## src/tcw_pkg.sv

```systemverilog
`default_nettype none

package tcw_pkg;

    localparam int DEF_COLUMNS = 80;
    localparam int DEF_ROWS    = 25;

    localparam int CMD_W  = 2;
    localparam int CHAR_W = 8;
    localparam int ADDR_W = 11;
    localparam int IDX_W  = 11;
    localparam int DATA_W = 16;
    localparam int ATTR_W = 8;

    localparam int PADDR_W = 3;
    localparam int PDATA_W = 32;

    // register select is paddr[2]
    localparam logic REG_ATTR = 1'b0;

    localparam logic [CMD_W-1:0] CMD_PUT   = 2'd0;
    localparam logic [CMD_W-1:0] CMD_CLEAR = 2'd1;
    localparam logic [CMD_W-1:0] CMD_READ  = 2'd2;

    localparam logic [DATA_W-1:0] BLANK_CELL   = 16'h0720;
    localparam logic [CHAR_W-1:0] SPACE_CODE   = 8'h20;
    localparam logic [CHAR_W-1:0] NEWLINE_CODE = 8'h0A;
    localparam logic [ATTR_W-1:0] ATTR_RESET   = 8'h07;

    // controller -> datapath
    typedef struct packed {
        logic capture;     // latch the request fields
        logic put_char;    // write cell at cursor (unless newline) and move cursor
        logic cnt_clear;
        logic cnt_inc;
        logic fill_wr;     // write fill value at sweep counter
        logic fill_blank;  // fill value is the blank cell, else space in attribute
        logic copy_rd;     // scroll: read cell cnt+COLUMNS, write it to cnt next cycle
        logic read_rd;     // read request cell
        logic load_result;
    } tcw_ctrl_t;

    // datapath -> controller
    typedef struct packed {
        logic [CMD_W-1:0] cmd;
        logic             scroll;
        logic             cnt_end;
        logic             copy_end;
        logic             out_free;
    } tcw_stat_t;

endpackage

`default_nettype wire

```

## src/tcw_ctrl.sv

```systemverilog
`default_nettype none

module tcw_ctrl (
    input  wire logic                clk,
    input  wire logic                rst_n,
    input  wire logic                req_valid,
    output logic                     req_ready,
    input  wire tcw_pkg::tcw_stat_t  stat,
    output tcw_pkg::tcw_ctrl_t       ctrl
);

    typedef enum logic [3:0] {
        S_INIT,
        S_IDLE,
        S_DECODE,
        S_PUT,
        S_SCROLL,
        S_TAIL,
        S_FILL,
        S_CLEAR,
        S_READ,
        S_FINISH
    } state_t;

    state_t state_reg;
    state_t state_next;

    always_comb
    begin
        state_next = state_reg;
        ctrl       = '0;
        req_ready  = 1'b0;
        case (state_reg)
            S_INIT:
            begin
                ctrl.fill_wr    = 1'b1;
                ctrl.fill_blank = 1'b1;
                ctrl.cnt_inc    = 1'b1;
                if (stat.cnt_end)
                begin
                    state_next = S_IDLE;
                end
            end
            S_IDLE:
            begin
                req_ready    = 1'b1;
                ctrl.capture = req_valid;
                if (req_valid)
                begin
                    state_next = S_DECODE;
                end
            end
            S_DECODE:
            begin
                ctrl.cnt_clear = 1'b1;
                case (stat.cmd)
                    tcw_pkg::CMD_PUT:   state_next = S_PUT;
                    tcw_pkg::CMD_CLEAR: state_next = S_CLEAR;
                    tcw_pkg::CMD_READ:  state_next = S_READ;
                    default:            state_next = S_FINISH;
                endcase
            end
            S_PUT:
            begin
                ctrl.put_char = 1'b1;
                state_next    = stat.scroll ? S_SCROLL : S_FINISH;
            end
            S_SCROLL:
            begin
                ctrl.copy_rd = 1'b1;
                ctrl.cnt_inc = 1'b1;
                if (stat.copy_end)
                begin
                    state_next = S_TAIL;
                end
            end
            S_TAIL:
            begin
                // last copied cell is written this cycle
                state_next = S_FILL;
            end
            S_FILL:
            begin
                ctrl.fill_wr    = 1'b1;
                ctrl.fill_blank = 1'b1;
                ctrl.cnt_inc    = 1'b1;
                if (stat.cnt_end)
                begin
                    state_next = S_FINISH;
                end
            end
            S_CLEAR:
            begin
                ctrl.fill_wr = 1'b1;
                ctrl.cnt_inc = 1'b1;
                if (stat.cnt_end)
                begin
                    state_next = S_FINISH;
                end
            end
            S_READ:
            begin
                ctrl.read_rd = 1'b1;
                state_next   = S_FINISH;
            end
            S_FINISH:
            begin
                if (stat.out_free)
                begin
                    ctrl.load_result = 1'b1;
                    state_next       = S_IDLE;
                end
            end
            default:
            begin
                state_next = S_IDLE;
            end
        endcase
    end

    always_ff @(posedge clk or negedge rst_n)
    begin
        if (!rst_n)
        begin
            state_reg <= S_INIT;
        end
        else
        begin
            state_reg <= state_next;
        end
    end

endmodule

`default_nettype wire

```

## config.mk

```make
export PLATFORM = sky130hd
export DESIGN_NAME = tcw_ctrl
export DESIGN_NICKNAME = d
export VERILOG_FILES = /design/src/tcw_pkg.sv /design/src/tcw_ctrl.sv
export SDC_FILE = /design/constraint.sdc
export NUM_CORES = 1
export LEC_CHECK = 0
export ABC_AREA = 1
export BUFFER_PORTS_ARGS = -buffer_cell sky130_fd_sc_hd__buf_2
export CAP_MARGIN = 20
export CORE_AREA = 4 4 41 43
export DETAILED_ROUTE_END_ITERATION = 7
export DIE_AREA = 0 0 45 47
export PLACE_DENSITY = 0.7
export SLEW_MARGIN = 20
export SYNTH_ARGS = -nofsm -noshare
export SYNTH_HDL_FRONTEND = slang
export SYNTH_SLANG_ARGS = --single-unit
```

## constraint.sdc

```tcl
create_clock -name clk -period 3.1 [get_ports clk]
set_input_delay 0.465 -clock clk [delete_from_list [all_inputs] [get_ports clk]]
set_output_delay 0.465 -clock clk [all_outputs]
set_load 0.005 [all_outputs]
```

# [Word level (Yosys, flattened, before mapping)]
# Cells that the tools add are included.
[totals] out_inout_bits=10 register_bits=4 elab_cells=43 input_bits=9
[op_classes] reduce_logical=7 mux=19 eq_ne=16
[op_table] cell="$pmux W4 S9" count=1
[op_table] cell="$mux W4" count=6
[op_table] cell="$eq A4 B3 Y1 const B" count=4
[op_table] cell="$pmux W4 S3" count=1
[op_table] cell="$mux W1" count=11
[op_table] cell="$eq A4 B2 Y1 const B" count=2
[op_table] cell="$eq A4 B4 Y1 const B" count=2
[op_table] cell="$ne A2 B2 Y1 const B" count=4
[op_table] cell="$reduce_and A5 Y1" count=1
[op_table] cell="$eq A4 B1 Y1 const B" count=1
[op_table] cell="$logic_not A4 Y1" count=1
[op_table] cell="$reduce_or A2 Y1" count=2
[op_table] cell="$reduce_or A4 Y1" count=1
[op_table] cell="$reduce_or A3 Y1" count=1
[op_table] cell="$eq A2 B1 Y1 const B" count=1
[op_table] cell="$eq A2 B2 Y1 const B" count=1
[op_table] cell="$logic_not A2 Y1" count=1
[op_table] cell="$ne A2 B1 Y1 const B" count=1

# [Longest topological paths before layout]
[logic_depth] ltp_word=4 ltp_mapped=8 mapped_depth_nobuf=8

# [Least setup slack after synthesis]
# OpenSTA, ideal clock, no wires.
[synth_timing] path_type="reg-to-output" from="register state_reg[2]" to="output port ctrl[3] (netlist name)" t_arrival_ns=0.966 required_ns=2.635 n_path_buf=0 path_slack_ns=1.669 path_stages_with_launch=6 cell_sequence="dfrtp_1 nor2_2 nand2_2 nand2_1 inv_1 nor2_1"
[synth_rtl] item="from (decl)" line_no="tcw_ctrl.sv:25" source="state_t state_reg;"
[synth_rtl] item="from (signal assigned)" line_no="tcw_ctrl.sv:129" source="state_reg <= state_next;"
[synth_rtl] item="to (decl)" line_no="tcw_ctrl.sv:9" source="output tcw_pkg::tcw_ctrl_t ctrl"

==> metrics.cfg <==
[status]
status = completed

[place]
dp_hpwl_um = 907
port_buffers = 18
gp_congestion = 0.816

[worst_setup_path]
crit_chain = nor2_2, nand2_2, nand2_1, inv_1, nor2_1, buf_2
critPathKind = flip-flop to primary output
crit_path_max_incr_delay_ps = 440
worstPathArrival_ps = 1370
timing.critical_path.to_type = primary output
critPathLaunchType = flip-flop
cpMaxStageDelayCell = dfrtp_1
r2r-start = state_reg[2]
crit_fanout = 6
timing.rr.end = state_reg[2]
cp.required_ps = 2630
rrSetupSlack_ps = 1800
r2r_cells = 6

[finish]
final_common_cell = nand2_1
largest_register_ffs = 4
multi_input_area_um2 = 273
fin_util_pct = 43.4
layout.nets = 108
syn_to_final_growth_pct = 30.3
drive_gt1_share_pct = 36.1
final_cell_mix = 29 x nand2_1, 18 x buf_2, 13 x inv_1
fillers = 154
seqCellArea_um2 = 100
insertedDiodeCount = 0

[grt]
antenna_found_initial = 0
grt.overflow.total = 0
grt_max_degree = 7
grt_use_total_pct = 12.9
grt_first_pass_wirelength_um = 1930
grt_pass1_vias = 497

[timing]
setup_viol = 0
fin_crit_ps = 1830
tightest_slew_ps = 260
slew-limit-headroom_pct = 82.7
slew_viol_final = 0
fin_crit_sh_pct = 59.2
fin_tns_setup_ps = 0
fmax_mhz = 545
hold_violations = 0
rsz0062_at_grt = false
skew_ps = 1.72

[die]
pin_count = 19
initial_core_util_pct = 33.3
fp-row-count = 13
fp.coreArea_mm2 = 0.00130
die_h_um = 47
die_w_um = 45
die_area_mm2 = 0.00212

[yosys]
syn_area_um2 = 433
synth_fp_nets = 85
synth_cells = 76
synth.distinct_cells = 12
yosysSeqAreaShare_pct = 23.1
synth_seq_cells = 4
synth.yosys.warnings = 0
postSynthAreaPerCell_um2 = 5.70

[power_and_ir_drop]
p_sw_w = 0.000255
peakVddDrop_mv = 0.364
p_leak_nw = 0.385
p_per_area_mw_per_mm2 = 881
swShare_pct = 51.4
p_comb_share_pct = 65.3
seq_power_share_pct = 21.8
internal_power_w = 0.000242
p_clk_share_pct = 12.9

[route]
dr.first_iter.drc_count = 10
drt_pass1_iterations = 3
wl_um = 1080
num_vias = 512
wl_per_cell_um = 9.63
avgViaCountPerCell = 4.57
ant_nets = 0
drc = 0

[cts]
cts_tree = done
cts_resized = 0
clk_pin_slew_worst_paths_ps = 40
cts.sinks = 4
cts_root_buf = clkbuf_4
worst_skew_pair.late_latency_ps = 230
hold_buffers = 0
postCtsSetupRepairBufs = 0
h-tree-depth = 1
ctsLongestPathBuffers = 2
cts_buffers = 3

[min_path]
min_path_type = primary input to async pin

[job]
max_cap_violations = 0

-- worst max-delay path by stage --
stage | from | endpoint | slack (ps) | cells past startpoint
final | state_reg[2] | ctrl[3] | 1270 | 6
after global routing | state_reg[2] | ctrl[3] | 1090 | 6
after global placement | state_reg[2] | ctrl[3] | 1540 | 6
after floorplan | state_reg[2] | ctrl[3] | 1670 | 5
after detailed placement | state_reg[2] | ctrl[3] | 1520 | 6
after CTS | state_reg[2] | ctrl[3] | 1260 | 6
-- per-layer routing --
metal  vias to the layer above  GRT usage, %  wire [um]  part of all wire [%]
li1                        270             -          -                     -
met4                         0          7.02         29                   2.7
met5                         -             0          0                     0
met1                       224          16.3        484                    45
met2                        14          19.5        498                    46
met3                         4          4.21         65                   6.0
-- cell type report --
cell class	instances	share of cell area (%)
clock buffers	3	3.99
flip-flops and latches	4	17.7
well taps	15	3.33
multi-input cells	56	48.3
inverters	16	10.6
repair buffers	18	16.0
-- stage by stage --
step	worst slack, ps	total power [W]	hold WS, ps	cell area, um^2	instances
after detailed placement	1520	0.000435	272	542	109
after floorplan	1670	0.000332	169	433	76
after CTS	1260	0.000502	24.6	564	112
after global routing	1090	0.000567	20.0	564	112
final	1270	0.000497	26.4	564	112
after global placement	1540	0.000432	275	542	109
-- power groups by stage --
| stage | clock (W) | sequential [W] | combinational (W) |
|---|---|---|---|
| 2_1_floorplan | 0 | 0.000102 | 0.000230 |
| 3_3_place_gp | 0 | 0.000108 | 0.000324 |
| 3_5_place_dp | 0 | 0.000109 | 0.000326 |
| 4_1_cts | 0.0000654 | 0.000108 | 0.000329 |
| 5_1_grt | 0.0000706 | 0.000114 | 0.000383 |
| 6_report | 0.0000639 | 0.000108 | 0.000325 |
-- synthesized netlist by cell type --
master    count  area [um^2]
inv_2         3         11.3
nor2_2        6         37.5
o211ai_1      1         7.51
nand3_2       3         30.0
nor2_1        7         26.3
nand2_2       1         6.26
dfrtp_1       4          100
nand2_1      29          109
inv_1        13         48.8
o21ai_0       3         15.0
a21oi_4       1         16.3
nand3_1       5         25.0
-- critical path, delay by kind of cell (launching register included) --
| family | cells | cell delay, ps |
|---|---|---|
| flops | 1 | 440 |
| simple gates | 4 | 540 |
| buf+inv | 2 | 170 |
-- cells by family after synthesis --
group	count (synthesis)	share of synthesized area, %
compound gates	5	8.96
buf+inv	16	13.9
flops	4	23.1
simple gates	51	54.0
(Power assumes the default switching activity.)
