## src/tcw_pkg.sv

```systemverilog
`default_nettype none

package tcw_pkg;

    localparam int DEF_COLUMNS = 80;
    localparam int DEF_ROWS    = 25;

    localparam int CMD_W  = 2;
    localparam int CHAR_W = 8;
    localparam int ADDR_W = 11;
    localparam int IDX_W  = 11;
    localparam int DATA_W = 16;
    localparam int ATTR_W = 8;

    localparam int PADDR_W = 3;
    localparam int PDATA_W = 32;

    // register select is paddr[2]
    localparam logic REG_ATTR = 1'b0;

    localparam logic [CMD_W-1:0] CMD_PUT   = 2'd0;
    localparam logic [CMD_W-1:0] CMD_CLEAR = 2'd1;
    localparam logic [CMD_W-1:0] CMD_READ  = 2'd2;

    localparam logic [DATA_W-1:0] BLANK_CELL   = 16'h0720;
    localparam logic [CHAR_W-1:0] SPACE_CODE   = 8'h20;
    localparam logic [CHAR_W-1:0] NEWLINE_CODE = 8'h0A;
    localparam logic [ATTR_W-1:0] ATTR_RESET   = 8'h07;

    // controller -> datapath
    typedef struct packed {
        logic capture;     // latch the request fields
        logic put_char;    // write cell at cursor (unless newline) and move cursor
        logic cnt_clear;
        logic cnt_inc;
        logic fill_wr;     // write fill value at sweep counter
        logic fill_blank;  // fill value is the blank cell, else space in attribute
        logic copy_rd;     // scroll: read cell cnt+COLUMNS, write it to cnt next cycle
        logic read_rd;     // read request cell
        logic load_result;
    } tcw_ctrl_t;

    // datapath -> controller
    typedef struct packed {
        logic [CMD_W-1:0] cmd;
        logic             scroll;
        logic             cnt_end;
        logic             copy_end;
        logic             out_free;
    } tcw_stat_t;

endpackage

`default_nettype wire

```

## src/tcw_apb.sv

```systemverilog
`default_nettype none

module tcw_apb (
    input  wire logic                         clk,
    input  wire logic                         rst_n,
    input  wire logic                         psel,
    input  wire logic                         penable,
    input  wire logic                         pwrite,
    input  wire logic [tcw_pkg::PADDR_W-1:0]  paddr,
    input  wire logic [tcw_pkg::PDATA_W-1:0]  pwdata,
    output logic      [tcw_pkg::PDATA_W-1:0]  prdata,
    output logic                              pready,
    output logic      [tcw_pkg::ATTR_W-1:0]   attr
);

    logic [tcw_pkg::ATTR_W-1:0] attr_reg;
    logic                       wr_en;

    assign pready = 1'b1;
    assign wr_en  = psel && penable && pwrite && pready && (paddr[2] == tcw_pkg::REG_ATTR);

    always_ff @(posedge clk or negedge rst_n)
    begin
        if (!rst_n)
        begin
            attr_reg <= tcw_pkg::ATTR_RESET;
        end
        else if (wr_en)
        begin
            attr_reg <= pwdata[tcw_pkg::ATTR_W-1:0];
        end
    end

    always_comb
    begin
        prdata = '0;
        if (paddr[2] == tcw_pkg::REG_ATTR)
        begin
            prdata[tcw_pkg::ATTR_W-1:0] = attr_reg;
        end
    end

    assign attr = attr_reg;

endmodule

`default_nettype wire

```

## config.mk

```make
export PLATFORM = sky130hd
export DESIGN_NAME = tcw_apb
export DESIGN_NICKNAME = d
export VERILOG_FILES = /design/src/tcw_pkg.sv /design/src/tcw_apb.sv
export SDC_FILE = /design/constraint.sdc
export NUM_CORES = 1
export LEC_CHECK = 0
export BUFFER_PORTS_ARGS = -buffer_cell sky130_fd_sc_hd__buf_2
export CORE_MARGIN = 1.5
export CORE_UTILIZATION = 30
export CTS_CLUSTER_DIAMETER = 40
export DETAILED_ROUTE_END_ITERATION = 8
export PLACE_DENSITY_LB_ADDON = 0.1
export SLEW_MARGIN = 40
export SYNTH_ARGS = -nofsm -noshare
export SYNTH_HDL_FRONTEND = slang
export SYNTH_SLANG_ARGS = --single-unit
```

## constraint.sdc

```tcl
create_clock -name clk -period 1.2 [get_ports clk]
set_clock_uncertainty 0.2 [all_clocks]
set_input_delay 0.24 -clock clk [delete_from_list [all_inputs] [get_ports clk]]
set_output_delay 0.24 -clock clk [all_outputs]
set_load 0.005 [all_outputs]
```

* Word level (Yosys, flattened, before mapping) *
Cells that the tools add are included.

word-level totals
  latch bits = 0
  memories = 0
  memory bits (writable) = 0
  input port bits = 40
  flip-flop bits (word level) = 8
  word-level logic and storage cells = 6
  output and inout bits = 41
  bits in read-only memories = 0

operators by class
  $mul = 0
  equal/unequal tests = 0
  reductions and logical operators = 3
  bitwise operators = 1
  add/sub/neg operators = 0
  shift operators = 0
  multiplexer cells = 1
  magnitude comparators = 0
  divide/modulo/power cells = 0

operators with widths
  kind               count
  $mux 8             1
  $logic_and 1x1->1  3
  $not 1->1          1

* Logic depth before layout (Yosys ltp) *
Gate-level depths: netlist (run 1).

  word-level depth = 3
  gate-level depth with buffers = 2
  mapped depth without buffers = 2

* Worst setup path before layout (run 1) *
No wires, ideal clock.

  path kind = register -> output
  from = register attr_reg (netlist bit attr[0])
  to = output prdata[0] in the netlist's numbering
  buffers on the path = 0
  stages on the path, launching flop included = 2
  data required time = 0.760 ns
  data arrival time = 0.657 ns
  slack = 0.103 ns
  cells stage by stage = dfstp_2 -> and2b_2

between the ends
  longest elaborated chain between the ends = 1

ends and longest elaborated chain
  element                 line           source
  from (decl)             tcw_apb.sv:16  logic [tcw_pkg::ATTR_W-1:0] attr_reg;
  from (signal assigned)  tcw_apb.sv:26  attr_reg <= tcw_pkg::ATTR_RESET;
  from (signal assigned)  tcw_apb.sv:30  attr_reg <= pwdata[tcw_pkg::ATTR_W-1:0];
  $mux 8                  tcw_apb.sv:37  if (paddr[2] == tcw_pkg::REG_ATTR)
  to (decl)               tcw_apb.sv:11  output logic [tcw_pkg::PDATA_W-1:0] prdata,

Every way passes these cells.

* Worst setup path in the final report (run 1) *
  from = register attr_reg (netlist bit attr[2])
  to = output prdata[2] in the netlist's numbering

The elaborated chain is that of the path after synthesis.

==> summary.md, run 1 <==
| Metric | Value |
|---|---|
| Count of unique library cells instantiated by Yosys | 7 |
| Violations in the final reports | setup timing |
| Detail Placement HPWL | 812 um |
| Combined area of the multi-input logic cells | 278 um^2 |
| Arrival time reported for the critical path endpoint | 1.02 ns |
| Slowest stage delay, CP | 0.53 ns |
| Power per Cell Area | 1230 nW/um^2 |
| Fin nets | 130 |
| Fraction of layout cells with a size suffix above 1 | 0.640 |
| Tcrit/Tclk final | 1.21 |
| Filler Cells Inserted | 189 |
| I/O pins | 81 |
| Max frequency | 687 MHz |
| Die X | 47.1 um |
| Primary flip-flop cell chosen by synthesis mapping | dfrtp_1 |
| Detail Route Antenna Nets | 0 |
| Count of flip-flops with a built-in enable after synthesis | 0 |
| Time the final worst path needs with I/O delays and setup | 1.46 ns |
| Synthesized cell area | 583 um^2 |
| Critical path endpoint category | output port |
| Max-cap violations | 0 |
| Antenna violations before repair | 0 |
| Diode insertion count for antenna repair | 0 |
| Asr flop ratio synth | 1.00 |
| Global-route wire length before repair | 1400 um |
| Yosys warning total | 0 |
| Synth-to-Final Area Change | 35.0% |
| Starting Density | 0.327 |
| Die area | 2220 um^2 |
| Maximum number of pins on one net before global-route repair | 9 |
| # H-tree levels | 1 |
| Total global-route track usage | 0.0994 |
| CTS tree | yes |
| Top area cells in the synthesized netlist | buf_4, dfrtp_1, mux2_2 |
| Hold Fails Final Rpt | 0 |
| # clock sinks | 8 |
| Hold Slack | 0.0165 ns |
| List of most frequent post-synthesis cells | buf_4, and2b_2, mux2_2 |
| Routed WL per cell | 8.96 um |
| Placed Area | 673 um^2 |
| Register cell area after layout | 204 um^2 |
| Final setup slack of the worst path | -0.256 ns |
| Final Core Density | 0.441 |
| Post-route cell area | 787 um^2 |
| Synthesized area per cell | 11.2 um^2 |
| Iteration-0 DRC count of the detailed router | 0 |
| Most common cell in the netlist | buf_4 |
| Peak fanout along the critical path | 3 |
| Cell-by-cell listing of the critical path | and2b_2, buf_6 |
| Flip-flop count of the largest register, all copies and words added | 8 |
| Status | complete, but fails checks |
| Root buf cell | clkbuf_4 |
| Leak | 0.000446 uW |
| Clk_lat worst skew | 0.24 ns |
| Overflow left after global routing | 0 |
| Standard cell core area | 1780 um^2 |
| Number of CTS-inserted buffers | 3 |
| Share of the synthesized area in the top cell type | 0.322 |
| Hold crit path type | primary input to flip-flop |
| Final GP Congestion | 0.582 |
| Worst-case vdd ir drop | 0.505 mV |
| Seq/Total Area, Yosys | 0.350 |
| Die Span Y | 47.1 um |
| Setup repair after global routing missed its margin | true |
| Clock slew at the register clock pins of the worst setup and hold paths | 0.06 ns |
| Critical Path RT | 0.76 ns |
| Slowest-stage cell, CP | dfstp_2 |
| Final setup violation count | 15 |
| Total number of placement rows | 15 |
| Number of buffers inserted by port buffering | 29 |
| Max clock buf depth | 2 |
| Post-synthesis cell count | 52 |
| Vias in the first global route | 331 |
| Drt total wl | 1020 um |
| Iteration count of the initial detailed-routing pass | 1 |
| Library cell with the largest summed area after synthesis | buf_4 |
| Worst Setup Path Type | flip-flop to output port |
| Vias per cell | 3.57 |
| Startpoint type of the worst setup path | flip-flop |
| Max Slew Vio Count | 0 |
| Detailed-route DRC error count | 0 |
| Vias after detailed routing | 407 |
| Post-synthesis register bit count | 8 |
[path summary, 6_finish.rpt]
kind | from | to | slack, ns | cells after the start
min in group asynchronous | rst_n | attr[3] | 0.16 | 2
max reg2reg | attr[5] | attr[5] | 0.13 | 2
max in group asynchronous | rst_n | attr[1] | 0.39 | 2
max | attr[2] | prdata[2] | -0.26 | 2
min reg2reg | attr[3] | attr[3] | 0.33 | 1
min | pwdata[4] | attr[4] | 0.02 | 2
[stage by stage]
step	setup TNS, ns	cells	total power, uW	setup WS, ns
floorplan	0	75	566	0.103
global placement	-0.770	106	644	-0.0678
detailed placement	-0.806	106	650	-0.0728
CTS	-2.48	113	939	-0.272
global route	-2.94	114	1040	-0.297
finish	-2.30	114	966	-0.256
[where the power goes]
part / total (uW) / switching, uW / internal (uW)
registers: 385 / 39.0 / 346
logic: 364 / 123 / 240
clock network: 217 / 89.5 / 127
total: 966 / 252 / 714
[final cells by class]
cell class              instances  area share
clock buffers                   4      0.0334
multi-input cells              42       0.353
flip-flops and latches          8       0.259
well taps                      25      0.0397
repair buffers                 35       0.315
[placed cells by master, fill, tap and decap left out]
| master | n |
|---|---|
| and2b_2 | 8 |
| buf_2 | 22 |
| buf_4 | 2 |
| buf_6 | 10 |
| clkbuf_1 | 1 |
| clkbuf_4 | 3 |
| conb_1 | 25 |
| dfrtp_1 | 5 |
| dfstp_2 | 3 |
| dlygate4sd3_1 | 1 |
| mux2_2 | 8 |
| nand4b_4 | 1 |
[metal layers]
| layer | global-route usage | part of all wire |
|---|---|---|
| met1 | 0.0972 | 0.37 |
| met2 | 0.167 | 0.52 |
| met3 | 0.0462 | 0.10 |
| met4 | 0.0667 | 0.013 |
| met5 | 0 | 0 |
[timing repair]
item                                    CTS  global route
hold buffers                              1             0
hold endpoints to repair                  8             0
endpoints found under the setup margin   16            16
gates cloned                              0             0
setup buffers                             2             1
resized for setup                         5             5
[kinds of logic after synthesis]
group	synth area share
DFF	0.350
and+or+nand+nor	0.161
muxes	0.155
other	0.0129
buffers and inverters	0.322
[worst max-delay path: cells and delay by family, from the launching register on]
family	cells	cell delay [ns]
flops	1	0.53
simple gates	1	0.14
buf+inv	1	0.08
Note: power is estimated with default switching activity, not from simulation.
==> inputs of run 2 (changes only) <==
--- a/config.mk
+++ b/config.mk
@@ -15,3 +15,4 @@
 export SYNTH_ARGS = -nofsm -noshare
 export SYNTH_HDL_FRONTEND = slang
 export SYNTH_SLANG_ARGS = --single-unit
+export TNS_END_PERCENT = 5
==> run 2 against run 1 <==
  * The run still ends with setup timing left
  * Clock power barely moved
  * Core utilization fell by 2.9 points
  * Non-clock buffer count fell by 3
  * Final area fell by 6.7%
  * Combinational power fell by 23%
  * Sequential share of layout area rose by 1.9 points
  * First-iteration DRC count did not move
  * Critical path type unchanged
  * Largest power group unchanged
  * Highest routed layer unchanged
==> summary.md, run 2 (synthesis results as in run 1) <==
| Metric | Value |
|---|---|
| Vias per cell | 3.57 (about the same) |
| Max Slew Vio Count | 0 (unchanged) |
| Peak fanout along the critical path | 3 (unchanged) |
| Detail Placement HPWL | 812 um (unchanged) |
| Startpoint type of the worst setup path | flip-flop (unchanged) |
| Hold Fails Final Rpt | 0 (unchanged) |
| Hold Slack | 0.0157 ns (was 0.0165 ns) |
| Clock slew at the register clock pins of the worst setup and hold paths | 0.06 ns (about the same) |
| Status | complete, but fails checks (unchanged) |
| Arrival time reported for the critical path endpoint | 1.02 ns (about the same) |
| Diode insertion count for antenna repair | 0 (unchanged) |
| Buffers plus inverters on the worst setup path | 1 (unchanged) |
| # H-tree levels | 1 (unchanged) |
| Hold crit path type | primary input to flip-flop (unchanged) |
| Die X | 47.1 um (unchanged) |
| Max frequency | 687 MHz (about the same) |
| Leak | 0.000422 uW (was 0.000446 uW) |
| Flip-flop count of the largest register, all copies and words added | 8 (unchanged) |
| Antenna violations before repair | 0 (unchanged) |
| Combined area of the multi-input logic cells | 278 um^2 (unchanged) |
| Worst-case vdd ir drop | 0.460 mV (was 0.505 mV) |
| Die area | 2220 um^2 (unchanged) |
| Final setup violation count | 14 (was 15) |
| Setup slack, reg-to-reg | 0.23 ns (was 0.13 ns) |
| Max-cap violations | 0 (unchanged) |
| Cell count of the worst hold path | 2 (unchanged) |
| Max clock buf depth | 2 (unchanged) |
| Final Core Density | 0.412 (was 0.441) |
| Power share of the combinational group | 0.318 (was 0.377) |
| Detail Route Antenna Nets | 0 (unchanged) |
| Source of the worst hold timing path | pwdata[5] (was pwdata[4]) |
| Iteration-0 DRC count of the detailed router | 0 (unchanged) |
| Clk_lat worst skew | 0.24 ns (about the same) |
| Power dissipated by switching net loads | 236 uW (was 252 uW) |
| Worst reg2reg path depth | 1 (was 2) |
| Total number of placement rows | 15 (unchanged) |
| Critical path endpoint category | output port (unchanged) |
| Violations in the final reports | setup timing (unchanged) |
| Total global-route track usage | 0.0971 (was 0.0994) |
| End of the worst register-to-register path | attr[4] (was attr[5]) |
| Cell-by-cell listing of the critical path | and2b_2, buf_6 (unchanged) |
| Switching part of the total | 0.266 (was 0.261) |
| Commonest non-fill, non-tap cells in the layout | conb_1, buf_2, and2b_2, mux2_2, dfrtp_1 (was conb_1, buf_2, buf_6) |
| Number of CTS-inserted buffers | 3 (unchanged) |
| Critical R2R Launch | attr[4] (was attr[5]) |
| Die Span Y | 47.1 um (unchanged) |
| Synth-to-Final Area Change | 26.0% (was 35.0%) |
| Number of buffers inserted by port buffering | 29 (unchanged) |
| Clock Power Share | 0.245 (was 0.224) |
| I/O pins | 81 (unchanged) |
| Filler Cells Inserted | 187 (was 189) |
| Place WS | -0.0728 ns (unchanged) |
| Critical Path RT | 0.76 ns (about the same) |
| Internal | 649 uW (was 714 uW) |
| Global-route wire length before repair | 1360 um (was 1400 um) |
| Fraction of layout cells with a size suffix above 1 | 0.628 (was 0.640) |
| Vias after detailed routing | 396 (was 407) |
| CTS tree | yes (unchanged) |
| Slowest-stage cell, CP | dfstp_2 (unchanged) |
| Worst hold endpoint | attr[5] (was attr[4]) |
| Critical path origin | attr[2] (unchanged) |
| Vias in the first global route | 321 (was 331) |
| Drt total wl | 1000 um (was 1020 um) |
| Overflow left after global routing | 0 (unchanged) |
| Detailed-route DRC error count | 0 (unchanged) |
| Routed WL per cell | 9.05 um (was 8.96 um) |
| Standard cell core area | 1780 um^2 (unchanged) |
| Tcrit/Tclk final | 1.21 (about the same) |
| Time the final worst path needs with I/O delays and setup | 1.46 ns (about the same) |
| Final setup slack of the worst path | -0.257 ns (was -0.256 ns) |
| # clock sinks | 8 (unchanged) |
| Final GP Congestion | 0.582 (unchanged) |
| Fin nets | 127 (was 130) |
| Iteration count of the initial detailed-routing pass | 1 (unchanged) |
| Register cell area after layout | 204 um^2 (unchanged) |
| CP delay by family, top | flip-flops (unchanged) |
| Setup repair after global routing missed its margin | true (unchanged) |
| Maximum number of pins on one net before global-route repair | 9 (unchanged) |
| Worst Setup Path Type | flip-flop to output port (unchanged) |
| Power per Cell Area | 1200 nW/um^2 (was 1230 nW/um^2) |
| WP depth | 2 (unchanged) |
| Root buf cell | clkbuf_4 (unchanged) |
| Slowest stage delay, CP | 0.53 ns (about the same) |
| Starting Density | 0.327 (unchanged) |
| Sequential group share of total power | 0.437 (was 0.399) |
==> run 2: how the worst max path moves through the flow <==
stage | endpoint | slack, ns
6_report | prdata[2] | -0.26
5_1_grt | prdata[2] | -0.30
4_1_cts | prdata[2] | -0.27
3_5_place_dp | attr[4] | -0.07
3_3_place_gp | attr[3] | -0.07
2_1_floorplan | prdata[0] | 0.10
==> run 2: layout make-up <==
cell class,count,area share
Multi-Input combinational cell,42,0.378
Tap cell,25,0.0426
Clock buffer,4,0.0358
Sequential cell,8,0.278
Timing Repair Buffer,32,0.266
==> run 2: metrics by stage <==
stage,TNS (ns),instances,total power [uW],instance area [um^2]
floorplan,0,75,566,669
global placement,-0.770,106,644,673
detailed placement,-0.806,106,650,673
CTS,-2.30,111,885,716
global route,-2.70,111,956,734
finish,-2.08,111,885,734
==> run 2: what timing repair did <==
| action | 4_1_cts | 5_1_grt |
|---|---|---|
| buffers inserted | 0 | 0 |
| pin swaps | 0 | 0 |
| hold endpoints to repair | 8 | 0 |
| gates resized for setup | 1 | 3 |
| hold buffers | 1 | 0 |
| endpoints found under the setup margin | 16 | 16 |
==> run 2: metal layers <==
metal  vias to the layer above  share of wire  GRT usage
met5                         -              0          0
met4                         0          0.013     0.0667
met3                         2           0.10     0.0462
met2                        33           0.50      0.162
met1                       177           0.38     0.0948
li1                        184              -          -
==> run 2: power groups by stage <==
stage	sequential, uW	combinational, uW	clock [uW]
detailed placement	390	259	0
CTS	388	268	229
global placement	387	257	0
global route	395	316	245
floorplan	391	175	0
finish	386	282	217
==> inputs of run 3 (changes only) <==
--- a/config.mk
+++ b/config.mk
@@ -5,11 +5,12 @@
 export SDC_FILE = /design/constraint.sdc
 export NUM_CORES = 1
 export LEC_CHECK = 0
-export BUFFER_PORTS_ARGS = -buffer_cell sky130_fd_sc_hd__buf_2
-export CORE_MARGIN = 1.5
-export CORE_UTILIZATION = 30
+export CORE_AREA = 2 2 39 41
+export CTS_BUF_LIST = sky130_fd_sc_hd__clkbuf_8
 export CTS_CLUSTER_DIAMETER = 40
 export DETAILED_ROUTE_END_ITERATION = 8
+export DIE_AREA = 0 0 41 43
+export DONT_BUFFER_PORTS = 1
 export PLACE_DENSITY_LB_ADDON = 0.1
 export SLEW_MARGIN = 40
 export SYNTH_ARGS = -nofsm -noshare
==> run 3 against run 2 <==
  * The flow still finishes with violations (setup timing)
  * Worst hold slack better by 0.13 ns
  * Core utilization is 4.8 points higher
  * Combinational power is 45% lower
  * Critical endpoint is now prdata[1]
  * Largest power group unchanged
==> summary.md, run 3 (synthesis results as in run 1) <==
| Metric | Value |
|---|---|
| Vias after detailed routing | 317 (was 396) |
| Overflow left after global routing | 0 (unchanged) |
| Final setup violation count | 10 (was 14) |
| Sum of internal, switching and leakage power | 880 uW (was 885 uW) |
| Arrival time reported for the critical path endpoint | 0.92 ns (was 1.02 ns) |
| Vias per cell | 4.01 (was 3.57) |
| Power per Cell Area | 1380 nW/um^2 (was 1200 nW/um^2) |
| Total Negative Setup Slacks | -0.802 ns (was -2.08 ns) |
| Standard cell core area | 1380 um^2 (was 1780 um^2) |
| Drt total wl | 886 um (was 1000 um) |
| Critical Path RT | 0.76 ns (about the same) |
| Hold crit path type | primary input to flip-flop (unchanged) |
| Root buf cell | clkbuf_8 (was clkbuf_4) |
| CTS tree | yes (unchanged) |
| Diode insertion count for antenna repair | 0 (unchanged) |
| Max-cap violations | 0 (unchanged) |
| Clk_lat worst skew | 0.23 ns (was 0.24 ns) |
| Vias in the first global route | 268 (was 321) |
| Wire length on met2 | 442 um (was 501 um) |
| Antenna violations before repair | 0 (unchanged) |
| Number of buffers inserted by port buffering | 0 (was 29) |
| Critical path endpoint category | output port (unchanged) |
| Most common cell after layout, fill and taps aside | conb_1 |
| Synth-to-Final Area Change | 9.23% (was 26.0%) |
| Worst reg2reg path depth | 1 (unchanged) |
| Max Slew Vio Count | 0 (unchanged) |
| Cell-by-cell listing of the critical path | and2b_2 (was and2b_2, buf_6) |
| Max frequency | 737 MHz (was 687 MHz) |
| Tcrit/Tclk final | 1.13 (was 1.21) |
| Total number of placement rows | 14 (was 15) |
| Capturing instance or port of the critical path | prdata[1] (was prdata[2]) |
| Time the final worst path needs with I/O delays and setup | 1.36 ns (was 1.46 ns) |
| Final setup slack of the worst path | -0.157 ns (was -0.257 ns) |
| Max Used Layer | met3 (was met4) |
| Final Core Density | 0.460 (was 0.412) |
| Peak fanout along the critical path | 3 (unchanged) |
| Die X | 41 um (was 47.1 um) |
| Starting Density | 0.421 (was 0.327) |
| Worst-case vdd ir drop | 0.614 mV (was 0.460 mV) |
| Iteration-0 DRC count of the detailed router | 1 (was 0) |
| Violations in the final reports | setup timing (unchanged) |
| Slowest-stage cell, CP | dfstp_2 (unchanged) |
| Fin nets | 104 (was 127) |
| Flip-flop count of the largest register, all copies and words added | 8 (unchanged) |
| Setup repair after global routing missed its margin | true (unchanged) |
| WP depth | 1 (was 2) |
| Clock slew at the register clock pins of the worst setup and hold paths | 0.05 ns (was 0.06 ns) |
| Slowest stage delay, CP | 0.54 ns (was 0.53 ns) |
| Commonest non-fill, non-tap cells in the layout | conb_1, dlygate4sd3_1, and2b_2, mux2_2, dfrtp_1 (was conb_1, buf_2, and2b_2, mux2_2, dfrtp_1) |
| Max clock buf depth | 2 (unchanged) |
| Setup slack, reg-to-reg | 0.22 ns (was 0.23 ns) |
| I/O pins | 81 (unchanged) |
| Status | complete, but fails checks (unchanged) |
| Global-route wire length before repair | 1190 um (was 1360 um) |
| Count of cells resized by post-cts repair | 0 (was 1) |
| Die Span Y | 43 um (was 47.1 um) |
| Filler Cells Inserted | 137 (was 187) |
| End of the worst register-to-register path | attr[4] (unchanged) |
| Number of CTS-inserted buffers | 3 (unchanged) |
| Worst Setup Path Type | flip-flop to output port (unchanged) |
| DR WL met3 | 118 um (was 104 um) |
| Iteration count of the initial detailed-routing pass | 2 (was 1) |
| Buffers plus inverters on the worst setup path | 0 (was 1) |
| Critical R2R Launch | attr[4] (unchanged) |
| # H-tree levels | 1 (unchanged) |
| # clock sinks | 8 (unchanged) |
| Place WS | 0.0599 ns (was -0.0728 ns) |
| Final GP Congestion | 0.571 (was 0.582) |
| Hold Fails Final Rpt | 0 (unchanged) |
| Die area | 1760 um^2 (was 2220 um^2) |
| Startpoint type of the worst setup path | flip-flop (unchanged) |
| Detail Placement HPWL | 706 um (was 812 um) |
| Maximum number of pins on one net before global-route repair | 10 (was 9) |
| CP delay by family, top | flip-flops (unchanged) |
| Critical path origin | attr[1] (was attr[2]) |
| Detailed-route DRC error count | 0 (unchanged) |
| Hold Slack | 0.148 ns (was 0.0157 ns) |
| Leak | 0.000329 uW (was 0.000422 uW) |
| Fraction of layout cells with a size suffix above 1 | 0.365 (was 0.628) |
| Total global-route track usage | 0.103 (was 0.0971) |
| Wire length the detailed router placed on met1 | 325 um (was 384 um) |
| Setup Fix Bufs, Post-CTS | 0 (unchanged) |
| Routed WL per cell | 11.2 um (was 9.05 um) |
| Detail Route Antenna Nets | 0 (unchanged) |
## run 3: worst min-delay path by stage
| stage | from | endpoint | slack, ns | cells after the start |
|---|---|---|---|---|
| 6_report | penable | attr[6] | 0.15 | 2 |
| 3_3_place_gp | rst_n | attr[3] | -0.26 | 0 |
| 5_1_grt | penable | attr[5] | 0.15 | 2 |
| 3_5_place_dp | rst_n | attr[3] | -0.26 | 0 |
| 2_1_floorplan | rst_n | attr[3] | -0.26 | 0 |
| 4_1_cts | penable | attr[5] | 0.15 | 2 |
## run 3: cell type report
cell class,count,area [um^2],share of cell area
Multi-Input combinational cell,42,278,0.436
Sequential cell,8,204,0.320
Timing Repair Buffer,9,90.1,0.141
Clock buffer,3,41.3,0.0648
Tap cell,16,20.0,0.0314
Clock inverter,1,3.75,0.00589
## run 3: metrics by stage
step | std cells | instance area (um^2)
floorplan | 75 | 669
global placement | 66 | 502
detailed placement | 66 | 502
CTS | 79 | 637
global route | 79 | 637
finish | 79 | 637
## run 3: routing by layer
layer | GRT usage | vias up
met2 | 0.156 | 29
met4 | 0.0400 | 0
met5 | 0 | -
li1 | - | 137
met3 | 0.0628 | 0
met1 | 0.110 | 151
## run 3: report_power, final
part	internal, uW	leakage, uW	switching (uW)
clock	221	0.0000269	104
combinational	93.2	0.000211	61.5
sequential	348	0.0000915	52.0
total	663	0.000329	217
## run 3: timing repair
item	4_1_cts	5_1_grt
hold buffers	9	0
endpoints found under the hold margin	16	0
gates cloned	0	0
endpoints found under the setup margin	11	11
